==> config.mk <==
export PLATFORM = sky130hd
export DESIGN_NAME = ycbcr420_to_bmp_stream
export DESIGN_NICKNAME = d
export VERILOG_FILES = /design/src/hw/rtl/y2b_pkg.sv /design/src/hw/rtl/y2b_front.sv /design/src/hw/rtl/y2b_convert.sv /design/src/hw/rtl/y2b_emit.sv /design/src/hw/rtl/ycbcr420_to_bmp_stream.sv
export SDC_FILE = /design/constraint.sdc
export NUM_CORES = 1
export LEC_CHECK = 0
export ABC_CLOCK_PERIOD_IN_PS = 11050
export BUFFER_PORTS_ARGS = -buffer_cell sky130_fd_sc_hd__buf_4
export CAP_MARGIN = 20
export CORE_MARGIN = 5
export CORE_UTILIZATION = 55
export DETAILED_ROUTE_END_ITERATION = 12
export PLACE_DENSITY_LB_ADDON = 0.12
export SLEW_MARGIN = 30
export SYNTH_ARGS = -nofsm -noshare
export SYNTH_HDL_FRONTEND = slang
export SYNTH_HIERARCHICAL = 1
export SYNTH_SLANG_ARGS = --single-unit
==> constraint.sdc <==
create_clock -name clk_i -period 11.05 [get_ports clk_i]
set_input_delay 2.21 -clock clk_i [delete_from_list [all_inputs] [get_ports clk_i]]
set_output_delay 2.21 -clock clk_i [all_outputs]
set_load 0.05 [all_outputs]
==> src/hw/rtl/y2b_pkg.sv <==
`timescale 1ns / 1ps
// ----------------------------------------------------------------------------
// y2b_pkg
// Shared types and constants of the YCbCr 4:2:0 to BMP byte stream writer.
// ----------------------------------------------------------------------------
package y2b_pkg;

  // Header layout
  localparam int unsigned HDR_LEN   = 54;
  localparam int unsigned CNT_W     = 6;
  localparam logic [7:0]  MAGIC_LO  = 8'h42;   // 'B'
  localparam logic [7:0]  MAGIC_HI  = 8'h4d;   // 'M'
  localparam logic [31:0] HDR_OFFS  = 32'd54;  // pixel data offset
  localparam logic [31:0] INFO_SIZE = 32'd40;  // info header size
  localparam logic [15:0] PLANES    = 16'd1;
  localparam logic [15:0] BPP       = 16'd24;
  localparam logic [31:0] PPM       = 32'd3000;

  // Configuration port
  localparam int unsigned APB_ADDR_W = 3;
  localparam logic        REG_WIDTH  = 1'b0;
  localparam logic        REG_HEIGHT = 1'b1;
  localparam int unsigned RST_WIDTH  = 640;
  localparam int unsigned RST_HEIGHT = 480;

  // Pixel with resolved chroma and position flags
  typedef struct packed {
    logic [7:0] y;
    logic [7:0] cb;
    logic [7:0] cr;
    logic       hdr;
    logic [1:0] pad;
    logic       img_end;
  } pix_t;

  // Converted pixel ready for byte emission
  typedef struct packed {
    logic [7:0] b;
    logic [7:0] g;
    logic [7:0] r;
    logic       hdr;
    logic [1:0] pad;
    logic       img_end;
  } item_t;

  // Image-dependent header words
  typedef struct packed {
    logic [31:0] fsize;
    logic [31:0] width;
    logic [31:0] negh;
  } hdr_info_t;

  typedef enum logic [2:0] {
    PH_HDR = 3'b001,
    PH_COL = 3'b010,
    PH_PAD = 3'b100
  } phase_e;

  // Byte idx of the 54-byte header, little endian
  function automatic logic [7:0] header_byte(logic [CNT_W-1:0] idx, hdr_info_t h);
    logic [CNT_W-1:0] base;
    logic [31:0]      w;
    logic [7:0]       res;
    base = idx - CNT_W'(2);
    unique case (base[CNT_W-1:2])
      4'd0:    w = h.fsize;
      4'd2:    w = HDR_OFFS;
      4'd3:    w = INFO_SIZE;
      4'd4:    w = h.width;
      4'd5:    w = h.negh;
      4'd6:    w = {BPP, PLANES};
      4'd9:    w = PPM;
      4'd10:   w = PPM;
      default: w = 32'd0;
    endcase
    if (idx < CNT_W'(2)) begin
      res = idx[0] ? MAGIC_HI : MAGIC_LO;
    end else begin
      res = w[8*base[1:0] +: 8];
    end
    return res;
  endfunction

endpackage

==> src/hw/rtl/y2b_front.sv <==
`timescale 1ns / 1ps
// ----------------------------------------------------------------------------
// y2b_front
// Input register: tracks column and row, holds chroma over column pairs and
// flags header, row padding and end of image for each pixel.
// ----------------------------------------------------------------------------
module y2b_front #(
  parameter int unsigned DIM_BITS = 12
) (
  input  logic                clk_i,
  input  logic                rst_ni,
  input  logic [DIM_BITS-1:0] width_i,
  input  logic [DIM_BITS-1:0] height_i,
  input  logic                in_valid_i,
  output logic                in_stall_o,
  input  logic [7:0]          luma_i,
  input  logic [7:0]          chroma_blue_i,
  input  logic [7:0]          chroma_red_i,
  output logic                out_valid_o,
  input  logic                out_stall_i,
  output y2b_pkg::pix_t       out_pix_o
);

  logic [DIM_BITS-1:0] col_q, col_d, row_q, row_d;
  logic [7:0]          hb_q, hb_d, hr_q, hr_d;
  logic                vld_q, vld_d;
  y2b_pkg::pix_t       pix_q, pix_d;
  logic                accept, even, row_end, img_end;

  assign in_stall_o = vld_q && out_stall_i;
  assign accept     = in_valid_i && !in_stall_o;
  assign even       = !col_q[0];

  // Position flags
  assign row_end = ({1'b0, col_q} + (DIM_BITS+1)'(1)) >= {1'b0, width_i};
  assign img_end = row_end && (({1'b0, row_q} + (DIM_BITS+1)'(1)) >= {1'b0, height_i});

  always_comb begin
    col_d = col_q;
    row_d = row_q;
    hb_d  = hb_q;
    hr_d  = hr_q;
    pix_d = pix_q;
    vld_d = vld_q;
    if (accept) begin
      // Latch chroma on even columns
      if (even) begin
        hb_d = chroma_blue_i;
        hr_d = chroma_red_i;
      end
      // Advance position
      if (row_end) begin
        col_d = '0;
        row_d = img_end ? '0 : row_q + DIM_BITS'(1);
      end else begin
        col_d = col_q + DIM_BITS'(1);
      end
      pix_d.y       = luma_i;
      pix_d.cb      = even ? chroma_blue_i : hb_q;
      pix_d.cr      = even ? chroma_red_i : hr_q;
      pix_d.hdr     = (col_q == '0) && (row_q == '0);
      pix_d.pad     = row_end ? width_i[1:0] : 2'd0;  // 3*w pads to 4 by w mod 4
      pix_d.img_end = img_end;
      vld_d         = 1'b1;
    end else if (!out_stall_i) begin
      vld_d = 1'b0;
    end
  end

  always_ff @(posedge clk_i or negedge rst_ni) begin
    if (!rst_ni) begin
      col_q <= '0;
      row_q <= '0;
      hb_q  <= '0;
      hr_q  <= '0;
      vld_q <= 1'b0;
    end else begin
      col_q <= col_d;
      row_q <= row_d;
      hb_q  <= hb_d;
      hr_q  <= hr_d;
      vld_q <= vld_d;
    end
  end

  always_ff @(posedge clk_i) begin
    pix_q <= pix_d;
  end

  assign out_valid_o = vld_q;
  assign out_pix_o   = pix_q;

endmodule

==> src/hw/rtl/y2b_convert.sv <==
`timescale 1ns / 1ps
// ----------------------------------------------------------------------------
// y2b_convert
// Color stage: YCbCr to B, G, R with Q8 coefficients, floor and clamp.
// ----------------------------------------------------------------------------
module y2b_convert (
  input  logic           clk_i,
  input  logic           rst_ni,
  input  logic           in_valid_i,
  output logic           in_stall_o,
  input  y2b_pkg::pix_t  in_pix_i,
  output logic           out_valid_o,
  input  logic           out_stall_i,
  output y2b_pkg::item_t out_item_o
);

  localparam logic signed [10:0] K_CB_B = 11'sd435;
  localparam logic signed [10:0] K_CB_G = 11'sd77;
  localparam logic signed [10:0] K_CR_G = 11'sd179;
  localparam logic signed [10:0] K_CR_R = 11'sd358;

  // Floor divide by 256 and clamp to 0..255
  function automatic logic [7:0] to_byte(logic signed [19:0] t);
    logic signed [11:0] v;
    logic [7:0]         res;
    v = t[19:8];
    if (v[11]) begin
      res = 8'd0;
    end else if (v > 12'sd255) begin
      res = 8'hff;
    end else begin
      res = v[7:0];
    end
    return res;
  endfunction

  logic               vld_q, vld_d;
  y2b_pkg::item_t     item_q, item_d;
  logic signed [7:0]  cb_s, cr_s;
  logic signed [19:0] y_s, t_b, t_g, t_r;
  logic               accept;

  assign in_stall_o = vld_q && out_stall_i;
  assign accept     = in_valid_i && !in_stall_o;

  // Offset chroma by 128: flip the top bit
  assign cb_s = $signed({~in_pix_i.cb[7], in_pix_i.cb[6:0]});
  assign cr_s = $signed({~in_pix_i.cr[7], in_pix_i.cr[6:0]});
  assign y_s  = $signed({4'b0, in_pix_i.y, 8'b0});

  assign t_b = y_s + K_CB_B * cb_s;
  assign t_g = y_s - K_CB_G * cb_s - K_CR_G * cr_s;
  assign t_r = y_s + K_CR_R * cr_s;

  always_comb begin
    item_d = item_q;
    vld_d  = vld_q;
    if (accept) begin
      item_d.b       = to_byte(t_b);
      item_d.g       = to_byte(t_g);
      item_d.r       = to_byte(t_r);
      item_d.hdr     = in_pix_i.hdr;
      item_d.pad     = in_pix_i.pad;
      item_d.img_end = in_pix_i.img_end;
      vld_d          = 1'b1;
    end else if (!out_stall_i) begin
      vld_d = 1'b0;
    end
  end

  always_ff @(posedge clk_i or negedge rst_ni) begin
    if (!rst_ni) begin
      vld_q <= 1'b0;
    end else begin
      vld_q <= vld_d;
    end
  end

  always_ff @(posedge clk_i) begin
    item_q <= item_d;
  end

  assign out_valid_o = vld_q;
  assign out_item_o  = item_q;

endmodule

==> src/hw/rtl/y2b_emit.sv <==
`timescale 1ns / 1ps
// ----------------------------------------------------------------------------
// y2b_emit
// Byte sequencer: walks header, B, G, R and row padding of one pixel and
// drives the registered output word.
// ----------------------------------------------------------------------------
module y2b_emit (
  input  logic                clk_i,
  input  logic                rst_ni,
  input  y2b_pkg::hdr_info_t  hdr_info_i,
  input  logic                in_valid_i,
  output logic                in_stall_o,
  input  y2b_pkg::item_t      in_item_i,
  output logic                out_valid_o,
  input  logic                out_stall_i,
  output logic [7:0]          out_byte_o,
  output logic                last_of_item_o,
  output logic                last_of_image_o
);

  localparam int unsigned CW = y2b_pkg::CNT_W;

  logic                itm_vld_q, itm_vld_d;
  y2b_pkg::item_t      itm_q, itm_d;
  y2b_pkg::phase_e     ph_q, ph_d, ph_n;
  logic [CW-1:0]       cnt_q, cnt_d, cnt_n;
  logic                ov_q, ov_d;
  logic [7:0]          ob_q, ob_d, byte_n;
  logic                oli_q, oli_d, olm_q, olm_d;
  logic                emit_en, fin, load;

  assign emit_en    = itm_vld_q && (!ov_q || !out_stall_i);
  assign in_stall_o = itm_vld_q && !(emit_en && fin);
  assign load       = in_valid_i && !in_stall_o;

  // Select the byte at the current position and the next position
  always_comb begin
    byte_n = 8'd0;
    fin    = 1'b0;
    ph_n   = ph_q;
    cnt_n  = cnt_q + CW'(1);
    unique case (ph_q)
      y2b_pkg::PH_HDR: begin
        byte_n = y2b_pkg::header_byte(cnt_q, hdr_info_i);
        if (cnt_q == CW'(y2b_pkg::HDR_LEN - 1)) begin
          ph_n  = y2b_pkg::PH_COL;
          cnt_n = '0;
        end
      end
      y2b_pkg::PH_COL: begin
        unique case (cnt_q[1:0])
          2'd0:    byte_n = itm_q.b;
          2'd1:    byte_n = itm_q.g;
          default: byte_n = itm_q.r;
        endcase
        if (cnt_q[1:0] == 2'd2) begin
          cnt_n = '0;
          if (itm_q.pad == 2'd0) begin
            fin = 1'b1;
          end else begin
            ph_n = y2b_pkg::PH_PAD;
          end
        end
      end
      y2b_pkg::PH_PAD: begin
        byte_n = 8'd0;
        fin    = (cnt_q[1:0] == itm_q.pad - 2'd1);
      end
      default: begin
        fin = 1'b1;
      end
    endcase
  end

  // Item slot and position
  always_comb begin
    itm_d     = itm_q;
    itm_vld_d = itm_vld_q;
    ph_d      = ph_q;
    cnt_d     = cnt_q;
    if (load) begin
      itm_d     = in_item_i;
      itm_vld_d = 1'b1;
      ph_d      = in_item_i.hdr ? y2b_pkg::PH_HDR : y2b_pkg::PH_COL;
      cnt_d     = '0;
    end else if (emit_en) begin
      if (fin) begin
        itm_vld_d = 1'b0;
      end
      ph_d  = ph_n;
      cnt_d = cnt_n;
    end
  end

  // Output word register
  always_comb begin
    ov_d  = ov_q;
    ob_d  = ob_q;
    oli_d = oli_q;
    olm_d = olm_q;
    if (emit_en) begin
      ov_d  = 1'b1;
      ob_d  = byte_n;
      oli_d = fin;
      olm_d = fin && itm_q.img_end;
    end else if (!out_stall_i) begin
      ov_d = 1'b0;
    end
  end

  always_ff @(posedge clk_i or negedge rst_ni) begin
    if (!rst_ni) begin
      itm_vld_q <= 1'b0;
      ph_q      <= y2b_pkg::PH_COL;
      cnt_q     <= '0;
      ov_q      <= 1'b0;
    end else begin
      itm_vld_q <= itm_vld_d;
      ph_q      <= ph_d;
      cnt_q     <= cnt_d;
      ov_q      <= ov_d;
    end
  end

  always_ff @(posedge clk_i) begin
    itm_q <= itm_d;
    ob_q  <= ob_d;
    oli_q <= oli_d;
    olm_q <= olm_d;
  end

  assign out_valid_o     = ov_q;
  assign out_byte_o      = ob_q;
  assign last_of_item_o  = oli_q;
  assign last_of_image_o = olm_q;

endmodule

==> src/hw/rtl/ycbcr420_to_bmp_stream.sv <==
`timescale 1ns / 1ps
// ----------------------------------------------------------------------------
// ycbcr420_to_bmp_stream
// Turns a raster stream of YCbCr 4:2:0 pixels into the bytes of a top-down
// 24-bit BMP file: 54-byte header, then B, G, R per pixel, rows padded to 4.
// ----------------------------------------------------------------------------
//  channel | direction | handshake              | payload
//  --------+-----------+------------------------+-------------------------------
//  in      | input     | in_valid_i/in_stall_o  | luma_i, chroma_blue_i/red_i
//  out     | output    | out_valid_o/out_stall_i| out_byte_o, last_of_item_o,
//          |           |                        | last_of_image_o
//  cfg     | APB slave | psel/penable/pready    | paddr, pwdata, prdata
//
//  A pixel is three bytes on the output, one byte per cycle while the output
//  does not stall, plus the 54-byte header on the first pixel of an image and
//  0..3 padding bytes at row end; the byte-wide output port sets this rate.
//  Input words pass the front, color, item slot and output byte registers.
//  Reset clears position counters, held chroma and all valid flags;
//  registers return to width 640 and height 480.
//  A stall on the output backs up through three buffered stages.
// ----------------------------------------------------------------------------
module ycbcr420_to_bmp_stream #(
  parameter int unsigned DIM_BITS = 12
) (
  input  logic                            clk_i,
  input  logic                            rst_ni,
  // Configuration
  input  logic                            psel,
  input  logic                            penable,
  input  logic                            pwrite,
  input  logic [y2b_pkg::APB_ADDR_W-1:0]  paddr,
  input  logic [31:0]                     pwdata,
  output logic [31:0]                     prdata,
  output logic                            pready,
  // Pixel input
  input  logic                            in_valid_i,
  output logic                            in_stall_o,
  input  logic [7:0]                      luma_i,
  input  logic [7:0]                      chroma_blue_i,
  input  logic [7:0]                      chroma_red_i,
  // Byte output
  output logic                            out_valid_o,
  input  logic                            out_stall_i,
  output logic [7:0]                      out_byte_o,
  output logic                            last_of_item_o,
  output logic                            last_of_image_o
);

  localparam int unsigned RB_W = DIM_BITS + 2;
  localparam int unsigned PR_W = DIM_BITS + RB_W;

  logic [DIM_BITS-1:0] width_q, width_d, height_q, height_d;
  logic [RB_W-1:0]     row_bytes;
  logic [PR_W-1:0]     prod;
  logic [31:0]         fsize_q, fsize_d;
  logic                cfg_wr;
  y2b_pkg::hdr_info_t  hdr_info;

  logic                front_vld, conv_stall, conv_vld, emit_stall;
  y2b_pkg::pix_t       front_pix;
  y2b_pkg::item_t      conv_item;

  // Register writes
  assign pready = 1'b1;
  assign cfg_wr = psel && penable && pwrite && pready;

  always_comb begin
    width_d  = width_q;
    height_d = height_q;
    if (cfg_wr) begin
      unique case (paddr[2])
        y2b_pkg::REG_WIDTH:  width_d  = pwdata[DIM_BITS-1:0];
        y2b_pkg::REG_HEIGHT: height_d = pwdata[DIM_BITS-1:0];
        default: ;
      endcase
    end
  end

  // Register reads
  always_comb begin
    unique case (paddr[2])
      y2b_pkg::REG_WIDTH:  prdata = 32'(width_q);
      y2b_pkg::REG_HEIGHT: prdata = 32'(height_q);
      default:             prdata = 32'd0;
    endcase
  end

  // File size: height * row bytes + header, modulo 2^32
  assign row_bytes = ((RB_W'(width_q) * RB_W'(3)) + RB_W'(3)) & ~RB_W'(3);
  assign prod      = PR_W'(height_q) * PR_W'(row_bytes);
  assign fsize_d   = 32'(prod) + y2b_pkg::HDR_OFFS;

  always_ff @(posedge clk_i or negedge rst_ni) begin
    if (!rst_ni) begin
      width_q  <= DIM_BITS'(y2b_pkg::RST_WIDTH);
      height_q <= DIM_BITS'(y2b_pkg::RST_HEIGHT);
    end else begin
      width_q  <= width_d;
      height_q <= height_d;
    end
  end

  always_ff @(posedge clk_i) begin
    fsize_q <= fsize_d;
  end

  assign hdr_info.fsize = fsize_q;
  assign hdr_info.width = 32'(width_q);
  assign hdr_info.negh  = 32'd0 - 32'(height_q);

  y2b_front #(
    .DIM_BITS (DIM_BITS)
  ) u_front (
    .clk_i         (clk_i),
    .rst_ni        (rst_ni),
    .width_i       (width_q),
    .height_i      (height_q),
    .in_valid_i    (in_valid_i),
    .in_stall_o    (in_stall_o),
    .luma_i        (luma_i),
    .chroma_blue_i (chroma_blue_i),
    .chroma_red_i  (chroma_red_i),
    .out_valid_o   (front_vld),
    .out_stall_i   (conv_stall),
    .out_pix_o     (front_pix)
  );

  y2b_convert u_convert (
    .clk_i       (clk_i),
    .rst_ni      (rst_ni),
    .in_valid_i  (front_vld),
    .in_stall_o  (conv_stall),
    .in_pix_i    (front_pix),
    .out_valid_o (conv_vld),
    .out_stall_i (emit_stall),
    .out_item_o  (conv_item)
  );

  y2b_emit u_emit (
    .clk_i           (clk_i),
    .rst_ni          (rst_ni),
    .hdr_info_i      (hdr_info),
    .in_valid_i      (conv_vld),
    .in_stall_o      (emit_stall),
    .in_item_i       (conv_item),
    .out_valid_o     (out_valid_o),
    .out_stall_i     (out_stall_i),
    .out_byte_o      (out_byte_o),
    .last_of_item_o  (last_of_item_o),
    .last_of_image_o (last_of_image_o)
  );

  // End of file always closes a pixel
  a_last_image_ends_item: assert property (@(posedge clk_i) disable iff (!rst_ni)
    out_valid_o && last_of_image_o |-> last_of_item_o)
    else $error("last_of_image without last_of_item");

  // Input stalls only when the front register is full
  a_stall_needs_full: assert property (@(posedge clk_i) disable iff (!rst_ni)
    in_stall_o |-> front_vld)
    else $error("input stalled with empty front register");

  // A stalled front word is kept for the next cycle
  a_front_holds: assert property (@(posedge clk_i) disable iff (!rst_ni)
    front_vld && conv_stall |=> front_vld)
    else $error("front word lost under stall");

  // Output stalls back up into the color stage
  a_conv_holds: assert property (@(posedge clk_i) disable iff (!rst_ni)
    conv_vld && emit_stall |=> conv_vld && $stable(conv_item))
    else $error("color stage word changed under stall");

endmodule

==> results of run 1 <==
## sequential cells by signal, summed over array words and instances, names as in the netlist, 3 cells and up
| name | flops |
|---|---|
| height_q | 12 |
| u_front/row_q | 12 |
| u_front/hr_q | 8 |
| u_emit/ph_q | 3 |
| u_emit/cnt_q | 6 |
| fsize_q | 25 |
| u_front/hb_q | 8 |
| u_convert/out_item_o | 28 |
| u_emit/itm_q | 27 |
| u_front/out_pix_o | 28 |
| width_q | 12 |
| u_emit/out_byte_o | 8 |
| u_front/col_q | 12 |
## final cells by class
| class | count | area share [%] |
|---|---|---|
| repair buffers | 88 | 2.87 |
| multi-input cells | 1668 | 63.7 |
| clock buffers | 19 | 1.96 |
| clock inverters | 13 | 0.680 |
| flip-flops and latches | 195 | 22.6 |
| inverters | 334 | 5.41 |
| well taps | 518 | 2.80 |
## cells in the final DEF, fill, tap and decap left out, types with 70 or more instances in the layout
cell	netlist	routed
xnor2_1	86	85
ha_1	273	273
inv_1	333	332
mux2_2	82	82
nor2_1	85	85
a21oi_1	73	73
buf_4	25	87
dfrtp_1	70	70
fa_1	152	152
nand2_1	192	192
edfxtp_1	93	93
## cell families (layout without fill, tap and decap cells)
group / count (synthesis) / after routing / synth area share (%)
XOR/XNOR: 130 / 130 / 5.41
buffers and inverters: 434 / 454 / 8.18
other: 2 / 48 / 0.0348
AND/OR/NAND/NOR: 584 / 584 / 14.2
AO/OA/AOI/OAI: 382 / 382 / 12.9
flip-flops: 195 / 195 / 24.2
multiplexers: 99 / 99 / 5.15
adder cells (fa/ha/maj): 425 / 425 / 29.9
## per-stage QoR
step	area, µm²	hold slack [ns]	worst slack [ns]
2_1_floorplan	21800	0.395	3.20
3_3_place_gp	22600	0.402	2.43
3_5_place_dp	22600	0.405	2.25
4_1_cts	23200	0.417	2.22
5_1_grt	23200	0.420	1.69
6_report	23200	0.418	2.21
## path summary, 6_finish.rpt
kind	startpoint	end	slack (ns)	cells after the start
max	width_q[0]$_DFFE_PN0P_	fsize_q[26]$_DFF_P_	2.21	30
min	u_convert/out_item_o[24]$_SDFFCE_PN0P_	u_emit/itm_q[24]$_DFFE_PP_	0.42	0
max reg2reg	width_q[0]$_DFFE_PN0P_	fsize_q[26]$_DFF_P_	2.21	30
min reg2reg	u_convert/out_item_o[24]$_SDFFCE_PN0P_	u_emit/itm_q[24]$_DFFE_PP_	0.42	0
max in group asynchronous	rst_ni	u_emit/cnt_q[0]$_DFFE_PN0P_	8.73	1
min in group asynchronous	rst_ni	u_emit/out_valid_o$_DFFE_PN0P_	1.79	1
## metal layers
metal | vias up | wire length, µm | global-route usage [%]
met3 | 86 | 2070 | 3.03
met4 | 0 | 1790 | 8.47
met1 | 7723 | 21600 | 30.1
li1 | 7715 | - | -
met2 | 369 | 26500 | 42.9
met5 | - | 0 | 0
==> results.ini, run 1 <==
[cells_and_area]
num_antenna_cells=0
nets=2795
drive_above_1_share_pct=12.3
regArea_um2=5230
n_fill_cell=3393
multiInputGateArea_um2=14800
area_delta_synth_final_pct=7.41
stdcell_count=2835
post-route-util_pct=59.9

[floorplan]
die_area_um2=43300
die_w_um=208
core_area_um2=38700
rows=72
ios=111
start_util_pct=55.7
die_h_um=208

[sta]
fin_tns_setup_ns=0
worstMarginPinSlew_ns=0.902
rsz0062_at_grt=no
timing.fmax_ghz=0.113
drv_slew=0
timing.final.crit_share_pct=80.0
max-slew-margin-rel_pct=38.9
layout_min_cycle_time_ns=8.84
setup_violations=0
finalHoldViolations=0
skew_ns=0.0148

[logic_synthesis]
synth_edf_count=93
syn-instance-count=2251
synth.avg_cell_area_um2=9.59
yosysWarnings=6
synth_top_area_cell=ha_1
synth_most_common_cell=inv_1
ys_ff_latch=195
async_reset_ff_share_pct=39.5
synthTopCellsByArea=ha_1 16%, fa_1 14%, edfxtp_1 13%
synth_top_area_share_pct=15.8
syn_area_um2=21600
synth-main-ff-cell=edfxtp_1
ys_types=115
yosysSeqAreaShare_pct=24.2
synthTopCellsByCount=333 x inv_1, 273 x ha_1, 192 x nand2_1

[setup_path]
crit_path_frequent_cell=fa_1
critPathKind=reg2reg
crit_fanout=12
critical_path.startpoint_type=flip-flop
endpoint_kind=flip-flop
cp_num_buf_inv=4
max_stage_delay_ns=0.58
slowest_stage=dfrtp_1
cp_data_required_time_ns=11.43
cp_data_arrival_time_ns=9.21
cp_top_family=adder cells

[placed_design]
gp_congestion=0.910
dp_cells=2803
dpl.hpwl_um=41300
io_buffers=67

[cts]
clockBufferDepth=2
hold_buffers=0
cts.sinks=195
cts_root_buf=clkbuf_16
ctsResizeCount=0
cts_tree=done
cts-buffers-inserted=17
clk_pin_slew_worst_paths_ns=0.07
insertion_delay_ns=0.45
cts_setup_buffers=0
htree_levels=4

[route]
vias=15900
via_per_inst=5.61
wl_per_cell_um=18.3
drc=0
drtIter0Drc=924
wl_um=52000
ant_nets=0
firstDrtPassIters=6

[global_routing]
grt-ovfl-total=0
antenna_found_initial=0
grt_max_degree=78
grt_pass1_wl_um=84500
grt_use_total_pct=24.0
grt_pass1_vias=16200

[flow_run]
max-cap-violations=0

[outcome]
status=completed

[min_path]
min_path_type=reg2reg

Power of run 1 is left out: the tool's default activity adds up to more than one toggle a clock period on the data nets, which glitch-free logic cannot reach.
==> run 2: changes to the inputs <==
- ABC_AREA: not set -> 1
- ABC_CLOCK_PERIOD_IN_PS: 11050 -> 7400
- clock period: 11.05 -> 7.4 ns (I/O delays scaled with it)
==> run 2 against run 1 <==
  * Global-route usage is 1.5 points higher
  * Cell count is 27% higher
  * Sequential share of layout area is 1.2 points lower
  * Register-to-register slack worse by 1.8 ns
  * Clock-buffer cell count is 2 higher
  * Critical path depth stayed put
  * Fmax is 27% higher
  * Routed wire length is 8.8% higher
  * Sequential cell count stayed put
  * First-iteration DRC count is 49% higher
  * Via count is 19% higher
  * Synthesized cell count is 32% higher
  * Highest routed layer unchanged
==> results.ini, run 2 <==
[outcome]
status=completed

[global_routing]
grt-ovfl-total=0
antenna_found_initial=0
grt_use_met2_pct=39.8
grt_use_total_pct=25.5
use_met1_pct=36.3
grt_max_degree=78
busiest_layer=met2
grt_pass1_wl_um=92800
met3_usage_pct=5.08
grt_pass1_vias=18700

[cts]
insertion_delay_ns=0.48
cts_root_buf=clkbuf_16
cts-buffers-inserted=17
cts_tree=done
htree_levels=4
clk_pin_slew_worst_paths_ns=0.07
hold_buffers=0
cts.sinks=195
clockBufferDepth=2

[sta]
skew_ns=0.0126
drv_slew=0
max-slew-margin-rel_pct=41.8
setup_ws_ns=0.420
timing.final.crit_share_pct=94.3
hold_ws_ns=0.412
timing.fmax_ghz=0.143
finalHoldViolations=0
layout_min_cycle_time_ns=6.98
setup_violations=0
worstMarginPinSlew_ns=0.871
fin_tns_setup_ns=0

[setup_path]
crit_path_frequent_cell=inv_1
max_stage_delay_ns=0.54
critPathKind=reg2reg
cp_data_required_time_ns=7.77
critical_path.startpoint_type=flip-flop
endpoint_kind=flip-flop
crit_fanout=7
cp_data_arrival_time_ns=7.35
slowest_stage=fa_1

[placed_design]
gp_congestion=0.925
io_buffers=67
dp_slack_ns=0.174
dpl.hpwl_um=46100

[cells_and_area]
drive_above_1_share_pct=10.4
mostFrequentLayoutCell=nand2_1
area_delta_synth_final_pct=7.90
num_antenna_cells=0
nets=3544
post-route-util_pct=60.1
mostFrequentLayoutCells=753 x nand2_1, 567 x inv_1, 271 x ha_1, 175 x nand3_1, 164 x nor2_1

[logic_synthesis]
synth_top_area_share_pct=15.0
synth-main-ff-cell=edfxtp_1
synth_top_area_cell=ha_1
synthTopCellsByCount=755 x nand2_1, 568 x inv_1, 273 x ha_1
syn_area_um2=22700
yosysSeqAreaShare_pct=23.0
synth_edf_count=93
ys_ff_latch=195
yosysWarnings=6
synthTopCellsByArea=ha_1 15%, fa_1 13%, nand2_1 12%
synth_most_common_cell=nand2_1
syn-instance-count=2966
synth.avg_cell_area_um2=7.67
async_reset_ff_share_pct=39.5
ys_types=65

[min_path]
min_path_type=reg2reg

[route]
vias=18800
drtIter0Drc=1374
ant_nets=0
wl_um=56600
via_per_inst=5.24
drc=0
wl_per_cell_um=15.7
firstDrtPassIters=5

[floorplan]
die_h_um=213
die_w_um=213
die_area_um2=45500
start_util_pct=55.7
ios=111
core_area_um2=40800
rows=74

[flow_run]
max-cap-violations=0

[run 2: cells by family after synthesis]
logic type,count (synthesis),share of synthesized area [%]
compound gates,272,6.63
simple gates,1308,26.4
fa+ha+maj,425,28.4
flops,195,23.0
other cells,2,0.0330
buf+inv,674,11.9
xor+xnor,90,3.63
[run 2: cell type report]
type	instances	area, µm²
inverters	606	2280
flip-flops and latches	195	5230
well taps	532	666
multi-input cells	2143	15100
repair buffers	90	679
clock buffers	21	462
fillers	3820	16300
clock inverters	11	150
[run 2: routing by layer]
layer / vias to the layer above / routed length, µm
li1: 9431 / -
met1: 8822 / 26600
met2: 514 / 25300
met3: 71 / 3550
met4: 0 / 1130
met5: - / 0
[run 2: worst paths after layout]
path | from | endpoint | slack (ns) | cells after the start
worst max-delay path | width_q[10]$_DFFE_PN0P_ | fsize_q[20]$_DFF_P_ | 0.42 | 30
worst min-delay path | u_convert/out_item_o[27]$_SDFFCE_PN0P_ | u_emit/itm_q[27]$_DFFE_PP_ | 0.41 | 0
worst max register to register | width_q[10]$_DFFE_PN0P_ | fsize_q[20]$_DFF_P_ | 0.42 | 30
worst min register to register | u_convert/out_item_o[27]$_SDFFCE_PN0P_ | u_emit/itm_q[27]$_DFFE_PP_ | 0.41 | 0
max in group asynchronous | rst_ni | width_q[5]$_DFFE_PN0P_ | 5.81 | 1
min in group asynchronous | rst_ni | u_front/hb_q[0]$_DFFE_PN0P_ | 1.04 | 1
[run 2: worst max-delay path: cells and delay by family (launching register included)]
family	cells	cell delay, ns
compound gates	2	0.32
simple gates	11	1.44
buf+inv	7	0.57
xor+xnor	2	0.42
fa+ha+maj	8	3.61
flops	1	0.51
[run 2: what timing repair did]
action | CTS | global route
buffers inserted | 0 | 5
endpoints found under the setup margin | 0 | 11
gates resized for setup | 0 | 23
[run 2: per-stage QoR]
stage	instances	cell area (µm²)
after floorplan	3012	22900
after global placement	3561	23800
after detailed placement	3561	23800
after CTS	3593	24400
after global routing	3598	24500
final	3598	24500
Power of run 2 is left out for the same reason.
==> run 3: changes to the inputs <==
- MAX_ROUTING_LAYER: not set -> met4
- RECOVER_POWER: not set -> 25
==> run 3 against run 2 <==
  * The run now ends with capacitance limit, slew limit left
  * Critical path type unchanged
  * Register-to-register slack hardly changed
  * Fmax is 0.11% higher
  * Setup slack better by 0.0079 ns
==> results.ini, run 3 (synthesis gave the netlist of run 2 again) <==
[cells_and_area]
drive_above_1_share_pct=10.5
mostFrequentLayoutCell=nand2_1
post-route-util_pct=59.9
nets=3543
area_delta_synth_final_pct=7.57
design_area_um2=24500
n_fill_cell=3799
num_antenna_cells=0
mostFrequentLayoutCells=753 x nand2_1, 566 x inv_1, 271 x ha_1, 174 x nand3_1, 161 x nor2_1

[route]
wl_um=56300
drtIter0Drc=1164
via_per_inst=5.21
firstDrtPassIters=5
drc=0
wl_per_cell_um=15.7
ant_nets=0
vias=18700

[global_routing]
grt-ovfl-total=0
grt_max_degree=78
grt_pass1_vias=18300
grt_pass1_wl_um=92900
grt_use_total_pct=26.3
antenna_found_initial=0

[sta]
skew_ns=0.0123
rsz0062_at_grt=no
fin_tns_setup_ns=0
setup_ws_ns=0.428
worstMarginPinSlew_ns=4.37
setup_violations=0
timing.fmax_ghz=0.143
timing.final.crit_share_pct=94.2
layout_min_cycle_time_ns=6.97
max-slew-margin-rel_pct=-191
finalHoldViolations=0
drv_slew=78

[setup_path]
slowest_stage=fa_1
cp_data_required_time_ns=7.77
cp_num_buf_inv=6
crit_fanout=8
critPathKind=reg2reg
max_stage_delay_ns=0.55
cp_data_arrival_time_ns=7.34
endpoint_kind=flip-flop
critical_path.startpoint_type=flip-flop
cp_top_family=adder cells

[cts]
clk_pin_slew_worst_paths_ns=0.07
htree_levels=4
clockBufferDepth=2
cts_root_buf=clkbuf_16
cts.sinks=195
insertion_delay_ns=0.48
cts_tree=done
cts-buffers-inserted=17

[placed_design]
gp_congestion=0.942
dpl.hpwl_um=46600
dp_slack_ns=0.155
io_buffers=67
place_area_um2=23800

[outcome]
violations=capacitance limit, slew limit
status=finished, violations left

[floorplan]
die_h_um=213
die_w_um=213
core_area_um2=40800
die_area_um2=45500
ios=111
rows=74
start_util_pct=55.7

[min_path]
min_path_type=reg2reg

[flow_run]
max-cap-violations=1

==> run 3: cell count changes in the layout (fill, tap and decap cells not counted), moves of 2 or more <==
| cell | before | now |
|---|---|---|
| bufinv_16 | 3 | 0 |
| clkinvlp_4 | 5 | 3 |
| clkinv_4 | 1 | 3 |
| clkbuf_8 | 0 | 2 |
| inv_8 | 0 | 2 |
| clkbuf_4 | 0 | 8 |
| nor2_4 | 11 | 13 |
| inv_6 | 3 | 6 |
| nor2_1 | 164 | 161 |
| buf_4 | 89 | 79 |
==> run 3: final cells by class <==
class | count | area (µm²) | area share [%]
clock inverters | 13 | 113 | 0.460
flip-flops and latches | 195 | 5230 | 21.4
clock buffers | 19 | 453 | 1.85
inverters | 606 | 2280 | 9.34
multi-input cells | 2143 | 15000 | 61.5
repair buffers | 89 | 661 | 2.70
well taps | 532 | 666 | 2.72
==> run 3: worst reg2reg max path: cells and delay by family, from the launching register on <==
family	cells	cell delay, ns
xor gates and xnor gates	2	0.53
buffers and inverters	6	0.52
and+or+nand+nor	11	1.14
adders and majority gates	8	3.68
AOI/OAI and AO/OA	3	0.54
DFF	1	0.49
==> run 3: routing by layer <==
metal	track usage [%]	wire, µm	vias to the layer above
met5	-	0	-
met2	40.4	25600	446
met1	37.2	26700	8806
met3	4.33	3140	57
met4	5.68	850	0
li1	-	-	9415
==> run 3: worst paths after layout <==
path / from / endpoint / slack [ns] / cells past startpoint
setup / recovery: width_q[4]$_DFFE_PN0P_ / fsize_q[20]$_DFF_P_ / 0.43 / 30
setup reg to reg: width_q[4]$_DFFE_PN0P_ / fsize_q[20]$_DFF_P_ / 0.43 / 30
max in group asynchronous: rst_ni / width_q[5]$_DFFE_PN0P_ / 2.06 / 1
hold / removal: u_front/out_pix_o[2]$_SDFFCE_PN0P_ / u_convert/out_item_o[2]$_DFFE_PP_ / 0.42 / 0
min in group asynchronous: rst_ni / u_front/hb_q[0]$_DFFE_PN0P_ / 2.55 / 1
hold reg to reg: u_front/out_pix_o[2]$_SDFFCE_PN0P_ / u_convert/out_item_o[2]$_DFFE_PP_ / 0.42 / 0
==> run 3: what timing repair did <==
action / in CTS / in global routing
setup endpoints to repair: 0 / 11
resized for setup: 0 / 24
buffers inserted: 0 / 4
hold buffers: 0 / 0
hold endpoints to repair: 0 / 0
==> run 3: metrics by stage <==
step | hold slack, ns | std cells
after floorplan | 0.400 | 3012
after global placement | 0.403 | 3561
after detailed placement | 0.405 | 3561
after CTS | 0.421 | 3593
after global routing | 0.425 | 3597
final | 0.420 | 3597
Power of run 3 is left out for the same reason.
